File: src/rtl/mec_pkg.sv
package mec_pkg;

  // Field widths
  localparam int COORD_W   = 32;
  localparam int STEP_W    = 31;
  localparam int PIX_W     = 12;
  localparam int LIMIT_W   = 16;
  localparam int HEIGHT_W  = 13;
  localparam int INDEX_W   = 24;
  localparam int CFG_IDX_W = 3;

  // Register reset values
  localparam logic [COORD_W-1:0]  X_ORIGIN_RST = 32'hE000_0000;  // -2.0 in Q28
  localparam logic [COORD_W-1:0]  Y_ORIGIN_RST = 32'hE000_0000;
  localparam logic [STEP_W-1:0]   STEP_RST     = 31'd2684355;
  localparam logic [LIMIT_W-1:0]  LIMIT_RST    = 16'd100;
  localparam logic [HEIGHT_W-1:0] HEIGHT_RST   = 13'd400;

  typedef enum logic [CFG_IDX_W-1:0] {
    REG_X_ORIGIN      = 3'd0,
    REG_Y_ORIGIN      = 3'd1,
    REG_STEP_SIZE     = 3'd2,
    REG_ITER_LIMIT    = 3'd3,
    REG_COLUMN_HEIGHT = 3'd4
  } mec_reg_t;

  typedef enum logic {
    ST_IDLE,
    ST_BUSY
  } mec_state_t;

  // Control and constant part of a pixel traveling around the ring
  typedef struct packed {
    logic               valid;
    logic               done;
    logic [LIMIT_W-1:0] count;
    logic [COORD_W-1:0] cx;
    logic [COORD_W-1:0] cy;
  } mec_beat_t;

  // Mapped pixel leaving the coordinate front end
  typedef struct packed {
    logic               valid;
    logic [COORD_W-1:0] cx;
    logic [COORD_W-1:0] cy;
    logic [INDEX_W-1:0] idx;
  } mec_map_t;

  // Width of z components: room for c plus a term of magnitude up to 4.0
  function automatic int mec_zw(int frac);
    return ((frac + 4 > COORD_W) ? frac + 4 : COORD_W) + 1;
  endfunction

endpackage

File: src/rtl/mec_map.sv
module mec_map
  import mec_pkg::*;
(
  input  logic                clk,
  input  logic                rst_n,
  input  logic                load,
  input  logic [PIX_W-1:0]    pixel_column,
  input  logic [PIX_W-1:0]    pixel_row,
  input  logic [COORD_W-1:0]  x_origin,
  input  logic [COORD_W-1:0]  y_origin,
  input  logic [STEP_W-1:0]   step_size,
  input  logic [HEIGHT_W-1:0] column_height,
  output mec_map_t            map_out
);

  localparam int CPROD_W = PIX_W + STEP_W;
  localparam int HPROD_W = PIX_W + HEIGHT_W;

  logic [CPROD_W-1:0] cx_prod, cy_prod;
  logic [HPROD_W-1:0] idx_prod;

  logic               s1_valid_r;
  logic [COORD_W-1:0] s1_cx_off_r, s1_cy_off_r;
  logic [INDEX_W-1:0] s1_idx_r;
  logic [PIX_W-1:0]   s1_row_r;
  mec_map_t           map_r;

  // stage 1: offsets from the origin, column part of the index
  always_comb begin
    cx_prod  = pixel_column * step_size;
    cy_prod  = pixel_row * step_size;
    idx_prod = pixel_column * column_height;
  end

  always_ff @(posedge clk) begin
    if (!rst_n) begin
      s1_valid_r <= 1'b0;
    end else begin
      s1_valid_r <= load;
    end
    if (load) begin
      s1_cx_off_r <= cx_prod[COORD_W-1:0];
      s1_cy_off_r <= cy_prod[COORD_W-1:0];
      s1_idx_r    <= idx_prod[INDEX_W-1:0];
      s1_row_r    <= pixel_row;
    end
  end

  // stage 2: wrap-around coordinate sums; held until the next pixel
  always_ff @(posedge clk) begin
    if (!rst_n) begin
      map_r.valid <= 1'b0;
    end else begin
      map_r.valid <= s1_valid_r;
    end
    if (s1_valid_r) begin
      map_r.cx  <= x_origin + s1_cx_off_r;
      map_r.cy  <= y_origin + s1_cy_off_r;
      map_r.idx <= s1_idx_r + INDEX_W'(s1_row_r);
    end
  end

  assign map_out = map_r;

endmodule

File: config.mk
export PLATFORM = sky130hd
export DESIGN_NAME = mec_map
export DESIGN_NICKNAME = d
export VERILOG_FILES = /design/src/rtl/mec_pkg.sv /design/src/rtl/mec_map.sv
export SDC_FILE = /design/constraint.sdc
export NUM_CORES = 2
export LEC_CHECK = 0
export ABC_AREA = 1
export BUFFER_PORTS_ARGS = -buffer_cell sky130_fd_sc_hd__buf_4
export CORE_MARGIN = 2
export CORE_UTILIZATION = 40
export CTS_BUF_LIST = sky130_fd_sc_hd__clkbuf_2 sky130_fd_sc_hd__clkbuf_4 sky130_fd_sc_hd__clkbuf_8
export CTS_CLUSTER_SIZE = 40
export DETAILED_ROUTE_END_ITERATION = 8
export GPL_TIMING_DRIVEN = 0
export PLACE_DENSITY = 0.59
export SLEW_MARGIN = 20
export SYNTH_ARGS = -nofsm -noshare
export SYNTH_HDL_FRONTEND = slang
export SYNTH_SLANG_ARGS = --single-unit
File: constraint.sdc
create_clock -name clk -period 5.7 [get_ports clk]
set_input_delay 0.57 -clock clk [delete_from_list [all_inputs] [get_ports clk]]
set_output_delay 0.57 -clock clk [all_outputs]
set_load 0.1 [all_outputs]
==> results.txt <==
Post-DRT Antenna Nets = 0
first-pass iteration count of the detailed router = 6
syn nets = 5348
max cap viols = 0
I/O pin count = 224
deepest clock path buffer count = 2
top cells by area, synth = fa_1 34%, edfxtp_1 16%, nand2_1 13%
CTS tree = yes
Layout area overhead = 10.4%
vias in the first global route = 28.6k
post-synthesis sequential area ratio = 16.2%
hold violation count in the final report = 0
Iter 0 DRT Violations = 2153
Post-synth EDFFs = 188
Critical R2R Launch = s1_cx_off_r[0]
TritonCTS sink count = 190
WHS = 0.181 ns
RePlAce Congestion = 0.929
routed via count = 29.1k
clock buffer count from CTS = 17
DP HPWL = 89.0 mm
Fmax = 179 MHz
core area = 0.0868 mm^2
Synth top area share = 33.7%
# DRC = 0
commonest non-fill, non-tap cell in the layout = nand2_1
FF+latch area = 0.00569 mm^2
Worst Skew = 0.0305 ns
max-slew violations = 0
drt wl/cell = 18.1 um
fillcell total = 8915
share of layout cells above drive strength 1 = 8.06%
crit-path cells = clkbuf_2 > clkbuf_1 > nand2_1 > fa_1 > fa_1 > inv_1 > fa_1 > inv_1 > fa_1 > fa_1 > inv_1 > ha_1 > a21oi_1 > o21ai_0 > a21oi_1 > o21ai_0 > nor2_2 > buf_12 > inv_1 > nand2_1 > nand2_1
first-pass GRT wire length = 163 mm
Tmin final = 5.59 ns
count of cell types in the netlist = 46
CP Depth = 21
crit path max fanout = 10
Overflow after GRT = 0
RSZ-0062 raised after global routing = true
CP bufs+invs = 7
Die ar. = 0.0900 mm^2
Post-Syn Area = 0.0350 mm^2
WP data arrival = 5.84 ns
DIE HEIGHT = 300 um
antenna violations before repair = 16
Critical Path End = s1_cx_off_r[31]
share of synthesized registers carrying an async set or reset = 0%
Hold Crit Class = input pin to register
Mapped Cells = 4391
most frequent cells in the layout = 1230 x nand2_1, 1114 x inv_1, 590 x fa_1
Rows = 108
CP startpoint kind = input pin
PortBufs = 210
crit path capture type = register
Hold-fix buffers, CTS = 0
Reg2Reg Setup Slack = 3.23 ns
slew margin rel. = 25.3%
clk root buf = clkbuf_8
Main synth FF type = edfxtp_1
fin crit share = 98.1%
global-route usage over all layers = 23.8%
Worst-Skew Late Latency = 0.59 ns
drt total wl = 105 mm
outcome = completed
R2R depth = 10
Initial Util = 40.4%
Synth Area per Inst = 7.98 um^2
area of the multi-input gates = 0.0246 mm^2
crit path launch = step_size[24]
Synth Register Bits = 190
area leader, netlist = fa_1
Critical Path RT = 5.95 ns
Final setup viols = 0
Least-Margin Pin Slew = 1.12 ns
CTS H-tree depth = 4
Crit path largest cell delay = 0.59 ns
Reg clk slew, reported paths = 0.11 ns
Die Width = 300 um
largest net degree at the start of global routing = 102
Nets = 5574
critical path class = input pin to register
most frequent CP cell = fa_1
Vias/cell = 5.02
warnings from Yosys = 0
Worst path slowest cell = fa_1
reg2reg end = map_out[82]
kind of cell adding the most delay to the critical path = adder cells
## timing repair
item                       CTS  global route
setup endpoints to repair   32            15
pin swaps                    0             1
cloned                       0             0
buffers inserted             0             1
resized for setup           24            86
## how the worst min path moves through the flow
| stage | start | endpoint | slack [ns] | depth (start not counted) |
|---|---|---|---|---|
| 6_report | rst_n | map_out[88] | 0.18 | 3 |
| 5_1_grt | rst_n | map_out[88] | 0.13 | 3 |
| 4_1_cts | rst_n | map_out[88] | 0.11 | 3 |
| 3_5_place_dp | s1_cy_off_r[0] | map_out[24] | 0.53 | 1 |
| 3_3_place_gp | s1_cy_off_r[0] | map_out[24] | 0.52 | 1 |
| 2_1_floorplan | s1_row_r[0] | map_out[0] | 0.51 | 1 |
## flip-flops by register name, summed over array words and instances, names as in the netlist
register     cells
s1_cx_off_r     32
s1_idx_r        24
s1_row_r        12
s1_cy_off_r     32
s1_valid_r       1
map_out         89
## layer usage
metal	vias up	routed length (um)	global-route usage, %	part of all wire, %
met5	-	117	0	0.11
met4	18	2250	5.82	2.1
met3	116	9020	5.89	8.6
met2	1003	47800	37.6	46
met1	14387	45500	32.9	43
li1	13532	-	-	-
## per-stage QoR
step	std cells	worst slack [ns]	instance area (um^2)	utilization, %	TNS (ns)
global placement	5756	-1.55	38100	43.9	-38.31
detailed placement	5757	-1.62	38100	43.9	-39.51
finish	5791	0.110	38700	44.6	0
CTS	5786	0.0270	38600	44.5	0
global route	5787	-0.0952	38700	44.6	-0.0952
floorplan	4391	0.446	35000	-	0
## kinds of logic (layout without fill, tap and decap cells)
kind of cell	Yosys count	after routing	share of synthesized area (%)
DFF	190	190	16.2
adders and majority gates	822	822	42.0
AOI/OAI and AO/OA	367	367	5.99
buffers and inverters	1270	1509	13.7
other	0	6	0
xor gates and xnor gates	142	142	3.55
and+or+nand+nor	1600	1600	18.6
## cells in the mapped netlist, types with 13 or more instances
| master | n |
|---|---|
| edfxtp_1 | 188 |
| buf_2 | 13 |
| o21ai_1 | 14 |
| nand3_1 | 112 |
| inv_1 | 1114 |
| nand4_1 | 35 |
| a21o_1 | 17 |
| nor2_1 | 141 |
| nand3b_1 | 18 |
| clkbuf_1 | 126 |
| xor2_1 | 95 |
| ha_1 | 232 |
| xnor2_1 | 47 |
| fa_1 | 590 |
| o21ai_0 | 79 |
| nand2_1 | 1230 |
| nor3_1 | 16 |
| a21oi_1 | 182 |
| o21bai_1 | 26 |
## area by class of cell
| type | count | share of cell area, % |
|---|---|---|
| antenna | 6 | 0.0388 |
| buffer | 149 | 1.77 |
| clock buffer | 17 | 0.605 |
| clock inverter | 15 | 0.582 |
| inverter | 1116 | 10.8 |
| multi-input combinational | 2931 | 63.5 |
| sequential | 190 | 14.7 |
| tap | 1155 | 3.74 |
| timing repair buffer | 212 | 4.21 |
## tightest hold or removal path, stage by stage
cell and delay (ns):
buf_4 0.08, nand2_1 0.04, inv_1 0.04
Power is not shown: default switching activity piles up to over one toggle a cycle in this logic, so the estimate is an artifact.
